`src/rgda_pkg.sv`:
```
// shared types, constants and register codes for the row guidance delta average block
package rgda_pkg;

	// frame accumulator sizing
	localparam int MAX_ITEMS = 256;
	localparam int CNT_W     = $clog2(MAX_ITEMS + 1);
	localparam int SUM_W     = 12 + CNT_W;

	// configuration port
	localparam int CFG_IDX_W  = 3;
	localparam int CFG_DATA_W = 15;

	localparam logic [CFG_IDX_W-1:0] REG_CENTER_X     = 3'd0;
	localparam logic [CFG_IDX_W-1:0] REG_PERSPECTIVE  = 3'd1;
	localparam logic [CFG_IDX_W-1:0] REG_SCREEN_ROWS  = 3'd2;
	localparam logic [CFG_IDX_W-1:0] REG_LINE_SPACING = 3'd3;
	localparam logic [CFG_IDX_W-1:0] REG_LINE_SHIFT   = 3'd4;
	localparam logic [CFG_IDX_W-1:0] REG_HALF_LINES   = 3'd5;
	localparam logic [CFG_IDX_W-1:0] REG_THRESHOLD    = 3'd6;
	localparam logic [CFG_IDX_W-1:0] REG_EXTRA_RANGE  = 3'd7;

	// shared divider: numerator and denominator widths, two quotient bits per step
	localparam int DIV_NW    = 28;
	localparam int DIV_DW    = 16;
	localparam int DIV_CNT_W = $clog2(DIV_NW / 2 + 1);
	localparam int MOD_NW    = 18;
	localparam int AVG_NW    = ((SUM_W - 1 + 1) / 2) * 2;

	localparam logic [DIV_CNT_W-1:0] STEPS_PROJ = DIV_CNT_W'(DIV_NW / 2);
	localparam logic [DIV_CNT_W-1:0] STEPS_MOD  = DIV_CNT_W'(MOD_NW / 2);
	localparam logic [DIV_CNT_W-1:0] STEPS_AVG  = DIV_CNT_W'(AVG_NW / 2);

	// divider operations
	localparam logic [1:0] DOP_PROJ = 2'd0;
	localparam logic [1:0] DOP_MOD  = 2'd1;
	localparam logic [1:0] DOP_AVG  = 2'd2;

	typedef struct packed {
		logic       cap;
		logic       mul;
		logic       div_start;
		logic [1:0] div_op;
		logic       xo_ld;
		logic       fold;
		logic       acc;
		logic       avg_chk;
		logic       avg_ld;
		logic       out_ld;
	} rgda_cmd_t;

	typedef struct packed {
		logic px_zero;
		logic py_zero;
		logic in_range;
		logic frame_end;
		logic count_nz;
		logic div_done;
		logic out_free;
	} rgda_stat_t;

endpackage

```
`src/rgda_div.sv`:
```
// iterative unsigned divider, two quotient bits per cycle
module rgda_div import rgda_pkg::*; (
	input  logic                 clk,
	input  logic                 arst_n,
	input  logic                 start,
	input  logic [DIV_CNT_W-1:0] steps,
	input  logic [DIV_NW-1:0]    num,
	input  logic [DIV_DW-1:0]    den,
	output logic                 done,
	output logic [DIV_NW-1:0]    quot,
	output logic [DIV_DW-1:0]    rem
);

	logic                 busy_q;
	logic                 done_q;
	logic [DIV_CNT_W-1:0] cnt_q;
	logic [DIV_NW-1:0]    num_q;
	logic [DIV_DW-1:0]    rem_q;
	logic [DIV_DW-1:0]    den_q;

	logic [DIV_DW:0]   t1, t2;
	logic              ge1, ge2;
	logic [DIV_DW-1:0] r1, r2;

	always_comb begin
		t1  = {rem_q, num_q[DIV_NW-1]};
		ge1 = t1 >= {1'b0, den_q};
		r1  = ge1 ? DIV_DW'(t1 - {1'b0, den_q}) : t1[DIV_DW-1:0];
		t2  = {r1, num_q[DIV_NW-2]};
		ge2 = t2 >= {1'b0, den_q};
		r2  = ge2 ? DIV_DW'(t2 - {1'b0, den_q}) : t2[DIV_DW-1:0];
	end

	always_ff @(posedge clk or negedge arst_n) begin
		if (!arst_n) begin
			busy_q <= 1'b0;
			done_q <= 1'b0;
			cnt_q  <= '0;
		end else begin
			done_q <= 1'b0;
			if (start) begin
				busy_q <= 1'b1;
				cnt_q  <= steps;
			end else if (busy_q) begin
				cnt_q <= cnt_q - 1'b1;
				if (cnt_q == DIV_CNT_W'(1)) begin
					busy_q <= 1'b0;
					done_q <= 1'b1;
				end
			end
		end
	end

	// numerator shifts out at the top while quotient bits enter at the bottom
	always_ff @(posedge clk) begin
		if (start) begin
			num_q <= num;
			rem_q <= '0;
			den_q <= den;
		end else if (busy_q) begin
			num_q <= {num_q[DIV_NW-3:0], ge1, ge2};
			rem_q <= r2;
		end
	end

	assign done = done_q;
	assign quot = num_q;
	assign rem  = rem_q;

endmodule

```
`src/rgda_dp.sv`:
```
// datapath: configuration, projection, folding, frame accumulator and output register
module rgda_dp import rgda_pkg::*; (
	input  logic                   clk,
	input  logic                   arst_n,
	input  logic                   cfg_we,
	input  logic [CFG_IDX_W-1:0]   cfg_index,
	input  logic [CFG_DATA_W-1:0]  cfg_data,
	input  logic [11:0]            plant_x,
	input  logic [11:0]            plant_y,
	input  logic                   frame_end,
	input  logic                   out_stall,
	input  rgda_cmd_t              cmd,
	output rgda_stat_t             stat,
	output logic                   out_valid,
	output logic                   projected,
	output logic signed [11:0]     line_delta,
	output logic                   in_threshold,
	output logic                   in_row_range,
	output logic                   frame_done,
	output logic                   average_valid,
	output logic signed [11:0]     average_delta
);

	localparam int XO_W = DIV_NW + 2;
	localparam logic signed [13:0] DELTA_MAX = 14'sd2047;
	localparam logic signed [13:0] DELTA_MIN = -14'sd2048;

	// configuration registers
	logic [10:0]        center_x_q;
	logic [14:0]        persp_q;
	logic [11:0]        rows_q;
	logic [11:0]        spacing_q;
	logic signed [12:0] shift_q;
	logic [4:0]         half_cnt_q;
	logic [11:0]        thresh_q;
	logic [11:0]        extra_q;

	always_ff @(posedge clk or negedge arst_n) begin
		if (!arst_n) begin
			center_x_q <= 11'd320;
			persp_q    <= '0;
			rows_q     <= 12'd480;
			spacing_q  <= '0;
			shift_q    <= '0;
			half_cnt_q <= 5'd1;
			thresh_q   <= '0;
			extra_q    <= '0;
		end else if (cfg_we) begin
			unique case (cfg_index)
				REG_CENTER_X:     center_x_q <= cfg_data[10:0];
				REG_PERSPECTIVE:  persp_q    <= cfg_data[14:0];
				REG_SCREEN_ROWS:  rows_q     <= cfg_data[11:0];
				REG_LINE_SPACING: spacing_q  <= cfg_data[11:0];
				REG_LINE_SHIFT:   shift_q    <= $signed(cfg_data[12:0]);
				REG_HALF_LINES:   half_cnt_q <= cfg_data[4:0];
				REG_THRESHOLD:    thresh_q   <= cfg_data[11:0];
				REG_EXTRA_RANGE:  extra_q    <= cfg_data[11:0];
				default: ;
			endcase
		end
	end

	// item and working registers
	logic [11:0]             x_q, y_q;
	logic                    fe_q;
	logic [DIV_NW-1:0]       prod_q;
	logic [16:0]             range_q;
	logic [15:0]             py_q;
	logic                    px_zero_q, py_zero_q, px_neg_q;
	logic signed [XO_W-1:0]  xo_q;
	logic                    proj_q, thr_q, rr_q;
	logic signed [11:0]      delta_q;
	logic                    avg_valid_q;
	logic signed [11:0]      avg_q;
	logic signed [SUM_W-1:0] sum_q;
	logic [CNT_W-1:0]        count_q;
	logic                    out_valid_q;

	// divider
	logic                 div_done;
	logic [DIV_NW-1:0]    div_quot;
	logic [DIV_DW-1:0]    div_rem;
	logic [DIV_CNT_W-1:0] div_steps;
	logic [DIV_NW-1:0]    div_num;
	logic [DIV_DW-1:0]    div_den;

	// projection
	logic signed [12:0] px;
	logic [11:0]        px_abs;
	logic [15:0]        py, yb;
	logic [DIV_NW-1:0]  prod;
	logic [16:0]        range_val;

	assign px        = $signed({1'b0, x_q}) - $signed({2'b0, center_x_q});
	assign px_abs    = px[12] ? 12'(-px) : px[11:0];
	assign py        = {1'b0, persp_q} + {4'b0, y_q};
	assign yb        = {1'b0, persp_q} + {4'b0, rows_q};
	assign prod      = yb * px_abs;
	assign range_val = 17'(spacing_q) * 17'(half_cnt_q) + 17'(spacing_q >> 1);

	// baseline x and offset
	logic [XO_W-1:0]        quot_ext;
	logic signed [XO_W-1:0] xb, xo_next;
	logic                   xo_neg;
	logic [XO_W-1:0]        xo_abs;

	assign quot_ext = XO_W'(div_quot);
	assign xb       = px_zero_q ? '0 :
	                  (px_neg_q ? -$signed(quot_ext) : $signed(quot_ext));
	assign xo_next  = xb - XO_W'(shift_q);
	assign xo_neg   = xo_q[XO_W-1];
	assign xo_abs   = xo_neg ? XO_W'(-xo_q) : xo_q;

	// folding onto the nearest line
	logic signed [13:0] r, sp14, half14, d14;
	logic signed [11:0] d_sat;
	logic [12:0]        ad;
	logic               thr_next, rr_next;

	always_comb begin
		r      = xo_neg ? -$signed({2'b0, div_rem[11:0]}) : $signed({2'b0, div_rem[11:0]});
		sp14   = $signed({2'b0, spacing_q});
		half14 = $signed({3'b0, spacing_q[11:1]});
		priority if (r >= half14)
			d14 = r - sp14;
		else if (r <= -half14)
			d14 = r + sp14;
		else
			d14 = r;
		priority if (d14 > DELTA_MAX)
			d_sat = DELTA_MAX[11:0];
		else if (d14 < DELTA_MIN)
			d_sat = DELTA_MIN[11:0];
		else
			d_sat = d14[11:0];
		ad       = d_sat[11] ? 13'(-$signed({d_sat[11], d_sat})) : {1'b0, d_sat};
		thr_next = ad <= {1'b0, thresh_q};
		rr_next  = (extra_q == '0) || (ad <= {1'b0, thresh_q} + {1'b0, extra_q});
	end

	// frame average
	logic                    sum_neg;
	logic [SUM_W-1:0]        sum_abs;
	logic [11:0]             avg_mag;

	assign sum_neg = sum_q[SUM_W-1];
	assign sum_abs = sum_neg ? SUM_W'(-sum_q) : sum_q;
	assign avg_mag = div_quot[11:0];

	// divider operand select
	always_comb begin
		unique case (cmd.div_op)
			DOP_MOD: begin
				div_steps = STEPS_MOD;
				div_num   = DIV_NW'(xo_abs[MOD_NW-1:0]) << (DIV_NW - MOD_NW);
				div_den   = DIV_DW'(spacing_q);
			end
			DOP_AVG: begin
				div_steps = STEPS_AVG;
				div_num   = DIV_NW'(sum_abs[SUM_W-2:0]) << (DIV_NW - AVG_NW);
				div_den   = DIV_DW'(count_q);
			end
			default: begin
				div_steps = STEPS_PROJ;
				div_num   = prod_q;
				div_den   = py_q;
			end
		endcase
	end

	rgda_div u_div (
		.clk    (clk),
		.arst_n (arst_n),
		.start  (cmd.div_start),
		.steps  (div_steps),
		.num    (div_num),
		.den    (div_den),
		.done   (div_done),
		.quot   (div_quot),
		.rem    (div_rem)
	);

	// payload registers
	always_ff @(posedge clk) begin
		if (cmd.cap) begin
			x_q     <= plant_x;
			y_q     <= plant_y;
			fe_q    <= frame_end;
			proj_q  <= 1'b0;
			delta_q <= '0;
			thr_q   <= 1'b0;
			rr_q    <= 1'b0;
		end
		if (cmd.mul) begin
			prod_q    <= prod;
			range_q   <= range_val;
			py_q      <= py;
			px_zero_q <= (px == '0);
			py_zero_q <= (py == '0);
			px_neg_q  <= px[12];
		end
		if (cmd.xo_ld)
			xo_q <= xo_next;
		if (cmd.fold) begin
			proj_q  <= 1'b1;
			delta_q <= d_sat;
			thr_q   <= thr_next;
			rr_q    <= rr_next;
		end
		if (cmd.avg_chk) begin
			avg_valid_q <= fe_q && (count_q != '0);
			avg_q       <= '0;
		end
		if (cmd.avg_ld)
			avg_q <= sum_neg ? 12'(-$signed(avg_mag)) : $signed(avg_mag);
		if (cmd.out_ld) begin
			projected     <= proj_q;
			line_delta    <= delta_q;
			in_threshold  <= thr_q;
			in_row_range  <= rr_q;
			frame_done    <= fe_q;
			average_valid <= avg_valid_q;
			average_delta <= avg_q;
		end
	end

	// accumulator and output handshake
	always_ff @(posedge clk or negedge arst_n) begin
		if (!arst_n) begin
			sum_q       <= '0;
			count_q     <= '0;
			out_valid_q <= 1'b0;
		end else begin
			if (cmd.acc && proj_q && rr_q && (count_q < CNT_W'(MAX_ITEMS))) begin
				sum_q   <= sum_q + SUM_W'(delta_q);
				count_q <= count_q + 1'b1;
			end
			if (cmd.out_ld && fe_q) begin
				sum_q   <= '0;
				count_q <= '0;
			end
			if (cmd.out_ld)
				out_valid_q <= 1'b1;
			else if (!out_stall)
				out_valid_q <= 1'b0;
		end
	end

	assign out_valid      = out_valid_q;
	assign stat.px_zero   = px_zero_q;
	assign stat.py_zero   = py_zero_q;
	assign stat.in_range  = xo_abs < XO_W'(range_q);
	assign stat.frame_end = fe_q;
	assign stat.count_nz  = count_q != '0;
	assign stat.div_done  = div_done;
	assign stat.out_free  = !out_valid_q || !out_stall;

endmodule

```
`src/rgda_ctrl.sv`:
```
// controller: sequences one item through projection, folding, accumulation, frame average and output
module rgda_ctrl import rgda_pkg::*; (
	input  logic       clk,
	input  logic       arst_n,
	input  logic       in_valid,
	output logic       in_stall,
	input  rgda_stat_t stat,
	output rgda_cmd_t  cmd
);

	localparam logic [3:0] S_IDLE = 4'd0;
	localparam logic [3:0] S_MUL  = 4'd1;
	localparam logic [3:0] S_CHK  = 4'd2;
	localparam logic [3:0] S_DIVP = 4'd3;
	localparam logic [3:0] S_XO   = 4'd4;
	localparam logic [3:0] S_RNG  = 4'd5;
	localparam logic [3:0] S_DIVM = 4'd6;
	localparam logic [3:0] S_ACC  = 4'd7;
	localparam logic [3:0] S_AVG  = 4'd8;
	localparam logic [3:0] S_DIVA = 4'd9;
	localparam logic [3:0] S_FIN  = 4'd10;

	logic [3:0] state_q, state_d;

	always_comb begin
		state_d = state_q;
		cmd     = '0;
		cmd.div_op = DOP_PROJ;
		unique case (state_q)
			S_IDLE: begin
				if (in_valid) begin
					cmd.cap = 1'b1;
					state_d = S_MUL;
				end
			end
			S_MUL: begin
				cmd.mul = 1'b1;
				state_d = S_CHK;
			end
			S_CHK: begin
				priority if (stat.px_zero)
					state_d = S_XO;
				else if (stat.py_zero)
					state_d = S_ACC;
				else begin
					cmd.div_start = 1'b1;
					cmd.div_op    = DOP_PROJ;
					state_d       = S_DIVP;
				end
			end
			S_DIVP: begin
				if (stat.div_done)
					state_d = S_XO;
			end
			S_XO: begin
				cmd.xo_ld = 1'b1;
				state_d   = S_RNG;
			end
			S_RNG: begin
				if (stat.in_range) begin
					cmd.div_start = 1'b1;
					cmd.div_op    = DOP_MOD;
					state_d       = S_DIVM;
				end else begin
					state_d = S_ACC;
				end
			end
			S_DIVM: begin
				if (stat.div_done) begin
					cmd.fold = 1'b1;
					state_d  = S_ACC;
				end
			end
			S_ACC: begin
				cmd.acc = 1'b1;
				state_d = S_AVG;
			end
			S_AVG: begin
				cmd.avg_chk = 1'b1;
				if (stat.frame_end && stat.count_nz) begin
					cmd.div_start = 1'b1;
					cmd.div_op    = DOP_AVG;
					state_d       = S_DIVA;
				end else begin
					state_d = S_FIN;
				end
			end
			S_DIVA: begin
				if (stat.div_done) begin
					cmd.avg_ld = 1'b1;
					state_d    = S_FIN;
				end
			end
			S_FIN: begin
				// wait until the output register is free
				if (stat.out_free) begin
					cmd.out_ld = 1'b1;
					state_d    = S_IDLE;
				end
			end
			default: state_d = S_IDLE;
		endcase
	end

	always_ff @(posedge clk or negedge arst_n) begin
		if (!arst_n)
			state_q <= S_IDLE;
		else
			state_q <= state_d;
	end

	assign in_stall = state_q != S_IDLE;

endmodule

```
`src/row_guidance_delta_average.sv`:
```
// row guidance delta average: top level joining controller and datapath
// one item at a time: each item passes through the divisions it needs on the
// shared two-bit-per-cycle divider (14 steps projection, 9 fold, 10 average)
// next item can be accepted in the cycle after the result loads
// an item is accepted while the previous result still waits in the output register
// reset clears configuration to defaults, frame sum and count, and the handshake state
module row_guidance_delta_average import rgda_pkg::*; (
	input  logic                  clk,
	input  logic                  arst_n,
	input  logic                  cfg_we,
	input  logic [CFG_IDX_W-1:0]  cfg_index,
	input  logic [CFG_DATA_W-1:0] cfg_data,
	input  logic                  in_valid,
	output logic                  in_stall,
	input  logic [11:0]           plant_x,
	input  logic [11:0]           plant_y,
	input  logic                  frame_end,
	output logic                  out_valid,
	input  logic                  out_stall,
	output logic                  projected,
	output logic signed [11:0]    line_delta,
	output logic                  in_threshold,
	output logic                  in_row_range,
	output logic                  frame_done,
	output logic                  average_valid,
	output logic signed [11:0]    average_delta
);

	rgda_cmd_t  cmd;
	rgda_stat_t stat;

	rgda_ctrl u_ctrl (
		.clk      (clk),
		.arst_n   (arst_n),
		.in_valid (in_valid),
		.in_stall (in_stall),
		.stat     (stat),
		.cmd      (cmd)
	);

	rgda_dp u_dp (
		.clk           (clk),
		.arst_n        (arst_n),
		.cfg_we        (cfg_we),
		.cfg_index     (cfg_index),
		.cfg_data      (cfg_data),
		.plant_x       (plant_x),
		.plant_y       (plant_y),
		.frame_end     (frame_end),
		.out_stall     (out_stall),
		.cmd           (cmd),
		.stat          (stat),
		.out_valid     (out_valid),
		.projected     (projected),
		.line_delta    (line_delta),
		.in_threshold  (in_threshold),
		.in_row_range  (in_row_range),
		.frame_done    (frame_done),
		.average_valid (average_valid),
		.average_delta (average_delta)
	);

endmodule
```
`config.mk`:
```
export PLATFORM = sky130hd
export DESIGN_NAME = row_guidance_delta_average
export DESIGN_NICKNAME = d
export VERILOG_FILES = /design/src/rgda_pkg.sv /design/src/rgda_div.sv /design/src/rgda_dp.sv /design/src/rgda_ctrl.sv /design/src/row_guidance_delta_average.sv
export SDC_FILE = /design/constraint.sdc
export NUM_CORES = 2
export LEC_CHECK = 0
export BUFFER_PORTS_ARGS = -buffer_cell sky130_fd_sc_hd__clkbuf_2
export CAP_MARGIN = 20
export CORE_MARGIN = 1
export CORE_UTILIZATION = 40
export DETAILED_ROUTE_END_ITERATION = 8
export PLACE_DENSITY_LB_ADDON = 0.15
export SLEW_MARGIN = 20
export SYNTH_ARGS = -nofsm -noshare
export SYNTH_HDL_FRONTEND = slang
export SYNTH_SLANG_ARGS = --single-unit
```
`constraint.sdc`:
```
create_clock -name clk -period 9.2 [get_ports clk]
set_input_delay 2.76 -clock clk [delete_from_list [all_inputs] [get_ports clk]]
set_output_delay 2.76 -clock clk [all_outputs]
set_load 0.01 [all_outputs]
```
==> summary.log <==
[logic_synthesis] FF+latch count, synth 369
[logic_synthesis] Compound-Gate Fraction of Synth Area 14.7%
[clock_network] Root Buffer sky130_fd_sc_hd__clkbuf_16
[clock_network] CTS Buf Count 46
[finish] register cell area after layout 10300 um2
[clock_network] cts repair resizes 0
[logic_synthesis] xor/xnor share of the synthesized area 6.49%
[floorplanning] starting density of the core 40.5%
[global_routing] number of antenna violations at the first check in global routing 3
[timing] final setup violation count 0
[timing] setup repair after global routing missed its margin no
[placement] Final Wtd Congestion 0.892
[setup_path] delay contributed by the slowest stage of the critical path 0.54 ns
[floorplanning] die area 86100 um2
[floorplanning] vertical die dimension 293 um
[timing] Max Clock Skew 0.0284 ns
[logic_synthesis] simple-gate share of the synthesized area 15.5%
[logic_synthesis] Ys Warns 0
[outcome] run status finished, final reports clean
[clock_network] hold-fix buffers at CTS 0
[timing] final count of hold timing violations 0
[logic_synthesis] share of cell area taken by muxes after synthesis 3.92%
[drt] Routed WL per cell 19.8 um
[global_routing] grt met2 use 35.3%
[floorplanning] area inside the core boundary 83800 um2
[finish] Filler Cell Count 8227
[timing] relative slew slack 22.3%
[global_routing] via count of the first global-routing pass 25.5k
[finish] final core utilization 44.6%
[floorplanning] Cell Rows 106
[global_routing] first-pass GRT wire length 150 mm
[job] count of max-cap constraint violations 0
[placement] Post-Place Worst Slack 0.569 ns
[logic_synthesis] ys flop type sky130_fd_sc_hd__edfxtp_1
[global_routing] global-route track usage on met1 32.2%
[timing] final clock period utilization by the worst path 93.5%
[timing] total negative slack for setup checks 0 ns
[global_routing] busiest metal layer after global routing met2
[placement] Detailed Place HPWL 75.2 mm
[setup_path] CP max-delay cell sky130_fd_sc_hd__fa_1
[setup_path] Worst Path Arrival 9.04 ns
[logic_synthesis] gate count of the mapped netlist 3615
[finish] number of nets in the final layout 4245
[clock_network] clock slew at reported path FFs 0.06 ns
[clock_network] number of buffers inserted by post-CTS setup repair 0
[timing] final worst path period need 8.60 ns
[setup_path] launching element type of the critical path flip-flop
[global_routing] met3 track utilization from global routing 3.67%
[timing] Max Clock Freq 116 MHz
[logic_synthesis] mean area per synthesized cell 9.40 um2
[timing] slack of the critical path 0.601 ns
[clock_network] clock tree from TritonCTS built
[logic_synthesis] main combinational cell family by area after synthesis adder cells
[clock_network] worst skew pair latency 0.61 ns
[drt] DRT antenna net count 0
[drt] via density per instance 5.40
[setup_path] WP data required 9.64 ns
[drt] DRC 0
[logic_synthesis] cell area after technology mapping 34000 um2
[drt] DRT iter0 DRCs 1654
[logic_synthesis] sequential fraction of the synthesis area 30.2%
[logic_synthesis] post-synthesis cell type count 97
[logic_synthesis] number of enable-type register cells in the synthesized netlist 219
[clock_network] number of sinks handled by clock tree synthesis 369
[global_routing] largest net degree at the start of global routing 76
[logic_synthesis] share of flip-flops with an asynchronous set or reset 36.0%
[timing] final max-slew violation count 0
[setup_path] critical path class reg2reg
[floorplanning] number of I/O pins 79
[drt] sum of routed wire length over all layers 96.3 mm
[setup_path] CP Max Fanout 9
[hold_path] worst hold-check path type reg2reg
[drt] router iterations before antenna repair 5
[setup_path] most used cell, CP sky130_fd_sc_hd__fa_1
[finish] combined area of the multi-input logic cells 21800 um2
[placement] IO Port Bufs 78
[clock_network] Clock Path Buffers 3
[global_routing] total routing usage reported by global routing 22.5%
[floorplanning] chip width 293 um
[finish] proportion of layout cells with a drive suffix above 1 9.90%
[logic_synthesis] area share of fa/ha/maj cells after synthesis 23.2%
[global_routing] global route overflow 0
[logic_synthesis] net count of the mapped netlist 4178
[timing] measured slew at the worst slew-check pin 1.17 ns
[setup_path] category of the worst setup path capture point flip-flop
[finish] area growth from synthesis to layout 9.94%
[clock_network] CTS H-tree lvls 2
[drt] overall via count from detail_route 26.2k
cell usage after synthesis, types with 9 or more instances:
| cell type | number | area (um2) |
|---|---|---|
| sky130_fd_sc_hd__fa_1 | 191 | 3820 |
| sky130_fd_sc_hd__a22oi_1 | 29 | 218 |
| sky130_fd_sc_hd__inv_1 | 407 | 1530 |
| sky130_fd_sc_hd__ha_1 | 324 | 4050 |
| sky130_fd_sc_hd__a211o_1 | 12 | 105 |
| sky130_fd_sc_hd__clkbuf_1 | 98 | 368 |
| sky130_fd_sc_hd__a21o_1 | 63 | 473 |
| sky130_fd_sc_hd__o21bai_1 | 27 | 203 |
| sky130_fd_sc_hd__xnor2_1 | 171 | 1500 |
| sky130_fd_sc_hd__o41ai_1 | 10 | 87.6 |
| sky130_fd_sc_hd__o21a_1 | 26 | 195 |
| sky130_fd_sc_hd__mux2_4 | 13 | 195 |
| sky130_fd_sc_hd__nor3_1 | 71 | 355 |
| sky130_fd_sc_hd__mux2i_1 | 18 | 180 |
| sky130_fd_sc_hd__a21boi_0 | 13 | 97.6 |
| sky130_fd_sc_hd__edfxtp_1 | 219 | 6580 |
| sky130_fd_sc_hd__nand3_1 | 34 | 170 |
| sky130_fd_sc_hd__nor4_1 | 26 | 163 |
| sky130_fd_sc_hd__dfrtp_1 | 126 | 3150 |
| sky130_fd_sc_hd__or3_1 | 34 | 213 |
| sky130_fd_sc_hd__a31oi_1 | 18 | 113 |
| sky130_fd_sc_hd__or4_1 | 26 | 195 |
| sky130_fd_sc_hd__o2111ai_1 | 10 | 87.6 |
| sky130_fd_sc_hd__nand4_1 | 27 | 169 |
| sky130_fd_sc_hd__a21oi_1 | 180 | 901 |
| sky130_fd_sc_hd__a211oi_1 | 35 | 263 |
| sky130_fd_sc_hd__nand2_1 | 349 | 1310 |
| sky130_fd_sc_hd__or2_2 | 19 | 119 |
| sky130_fd_sc_hd__nor2_1 | 246 | 923 |
| sky130_fd_sc_hd__nand2b_1 | 68 | 425 |
| sky130_fd_sc_hd__o211ai_1 | 14 | 105 |
| sky130_fd_sc_hd__dfxtp_1 | 17 | 340 |
| sky130_fd_sc_hd__xor2_1 | 79 | 692 |
| sky130_fd_sc_hd__nor2b_1 | 52 | 325 |
| sky130_fd_sc_hd__o22ai_1 | 22 | 138 |
| sky130_fd_sc_hd__o31ai_1 | 36 | 270 |
| sky130_fd_sc_hd__and2_1 | 59 | 369 |
| sky130_fd_sc_hd__o21ai_0 | 184 | 921 |
| sky130_fd_sc_hd__and3_1 | 20 | 125 |
| sky130_fd_sc_hd__nor3b_1 | 9 | 67.6 |
| sky130_fd_sc_hd__mux2_2 | 85 | 957 |
kinds of logic after synthesis:
group | count (synthesis)
DFF | 369
other | 1
buffers and inverters | 524
xor gates and xnor gates | 251
adders and majority gates | 515
muxes | 116
and+or+nand+nor | 1078
AOI/OAI and AO/OA | 761
critical path: cells and delay by family (launching register included):
kind	cells	cell delay [ns]
xor gates and xnor gates	1	0.36
DFF	1	0.37
buffers and inverters	6	0.68
adders and majority gates	8	3.46
and+or+nand+nor	5	0.42
AOI/OAI and AO/OA	16	3.16
layer usage:
metal / share of wire, % / up-vias / wire (um)
met3: 5.5 / 114 / 5280
li1: - / 12700 / -
met1: 48 / 12700 / 46300
met2: 44 / 633 / 42400
met4: 2.4 / 0 / 2340
met5: 0 / - / 0
sequential cells by signal, indices dropped and copies added (netlist names), 12 cells and up:
name                count
u_dp.py_q              16
u_dp.shift_q           13
u_dp.u_div.den_q       16
u_dp.thresh_q          12
u_dp.line_delta        12
u_dp.xo_q              30
u_dp.u_div.quot        28
u_dp.range_q           17
u_dp.u_div.rem         16
u_dp.persp_q           15
u_dp.x_q               12
u_dp.spacing_q         12
u_dp.sum_q             21
u_dp.y_q               12
u_dp.prod_q            28
u_dp.delta_q           12
u_dp.rows_q            12
u_dp.avg_q             12
u_dp.extra_q           12
u_dp.average_delta     12
area by class of cell:
cell class	count	area share [%]
Multi-Input combinational cell	2722	58.3
Clock buffer	53	3.21
Timing Repair Buffer	132	2.17
Antenna cell	1	0.00670
Tap cell	1134	3.80
Clock inverter	32	0.938
Inverter	411	4.14
Sequential cell	369	27.5
metrics by stage:
stage	std cells	area, um2	hold WS [ns]
after floorplan	3615	34000	0.400
after global placement	4767	35800	0.400
after detailed placement	4767	35800	0.405
after CTS	4852	37300	0.419
after global routing	4853	37300	0.422
final	4854	37300	0.417
layout by cell type, fill, tap and decap left out, types with 27 or more instances in the layout:
master,synthesis,routed
sky130_fd_sc_hd__clkbuf_2,0,77
sky130_fd_sc_hd__nor3_1,71,68
sky130_fd_sc_hd__xor2_1,79,79
sky130_fd_sc_hd__buf_4,1,53
sky130_fd_sc_hd__or3_1,34,34
sky130_fd_sc_hd__nand2b_1,68,68
sky130_fd_sc_hd__a21o_1,63,63
sky130_fd_sc_hd__clkbuf_16,0,46
sky130_fd_sc_hd__edfxtp_1,219,219
sky130_fd_sc_hd__nor2b_1,52,52
sky130_fd_sc_hd__ha_1,324,323
sky130_fd_sc_hd__o31ai_1,36,36
sky130_fd_sc_hd__mux2_2,85,85
sky130_fd_sc_hd__dfrtp_1,126,126
sky130_fd_sc_hd__nand4_1,27,27
sky130_fd_sc_hd__o21ai_0,184,183
sky130_fd_sc_hd__o21bai_1,27,27
sky130_fd_sc_hd__inv_1,407,407
sky130_fd_sc_hd__fa_1,191,191
sky130_fd_sc_hd__nand2_1,349,348
sky130_fd_sc_hd__xnor2_1,171,170
sky130_fd_sc_hd__nor2_1,246,246
sky130_fd_sc_hd__a21oi_1,180,179
sky130_fd_sc_hd__a211oi_1,35,35
sky130_fd_sc_hd__and2_1,59,58
sky130_fd_sc_hd__a22oi_1,29,29
sky130_fd_sc_hd__nand3_1,34,34
path summary, 6_finish.rpt:
check | startpoint | to | slack [ns] | cells past startpoint
max | u_dp.x_q[0] | u_dp.prod_q[27] | 0.60 | 36
min | u_dp.avg_q[11] | u_dp.average_delta[11] | 0.42 | 0
max reg2reg | u_dp.x_q[0] | u_dp.prod_q[27] | 0.60 | 36
min reg2reg | u_dp.avg_q[11] | u_dp.average_delta[11] | 0.42 | 0
max in group asynchronous | arst_n | u_dp.sum_q[18] | 5.65 | 2
min in group asynchronous | arst_n | u_dp.center_x_q[10] | 2.21 | 1
Power is left out: the tool's default activity adds up to more than one toggle a clock period on the data nets, which glitch-free logic cannot reach.
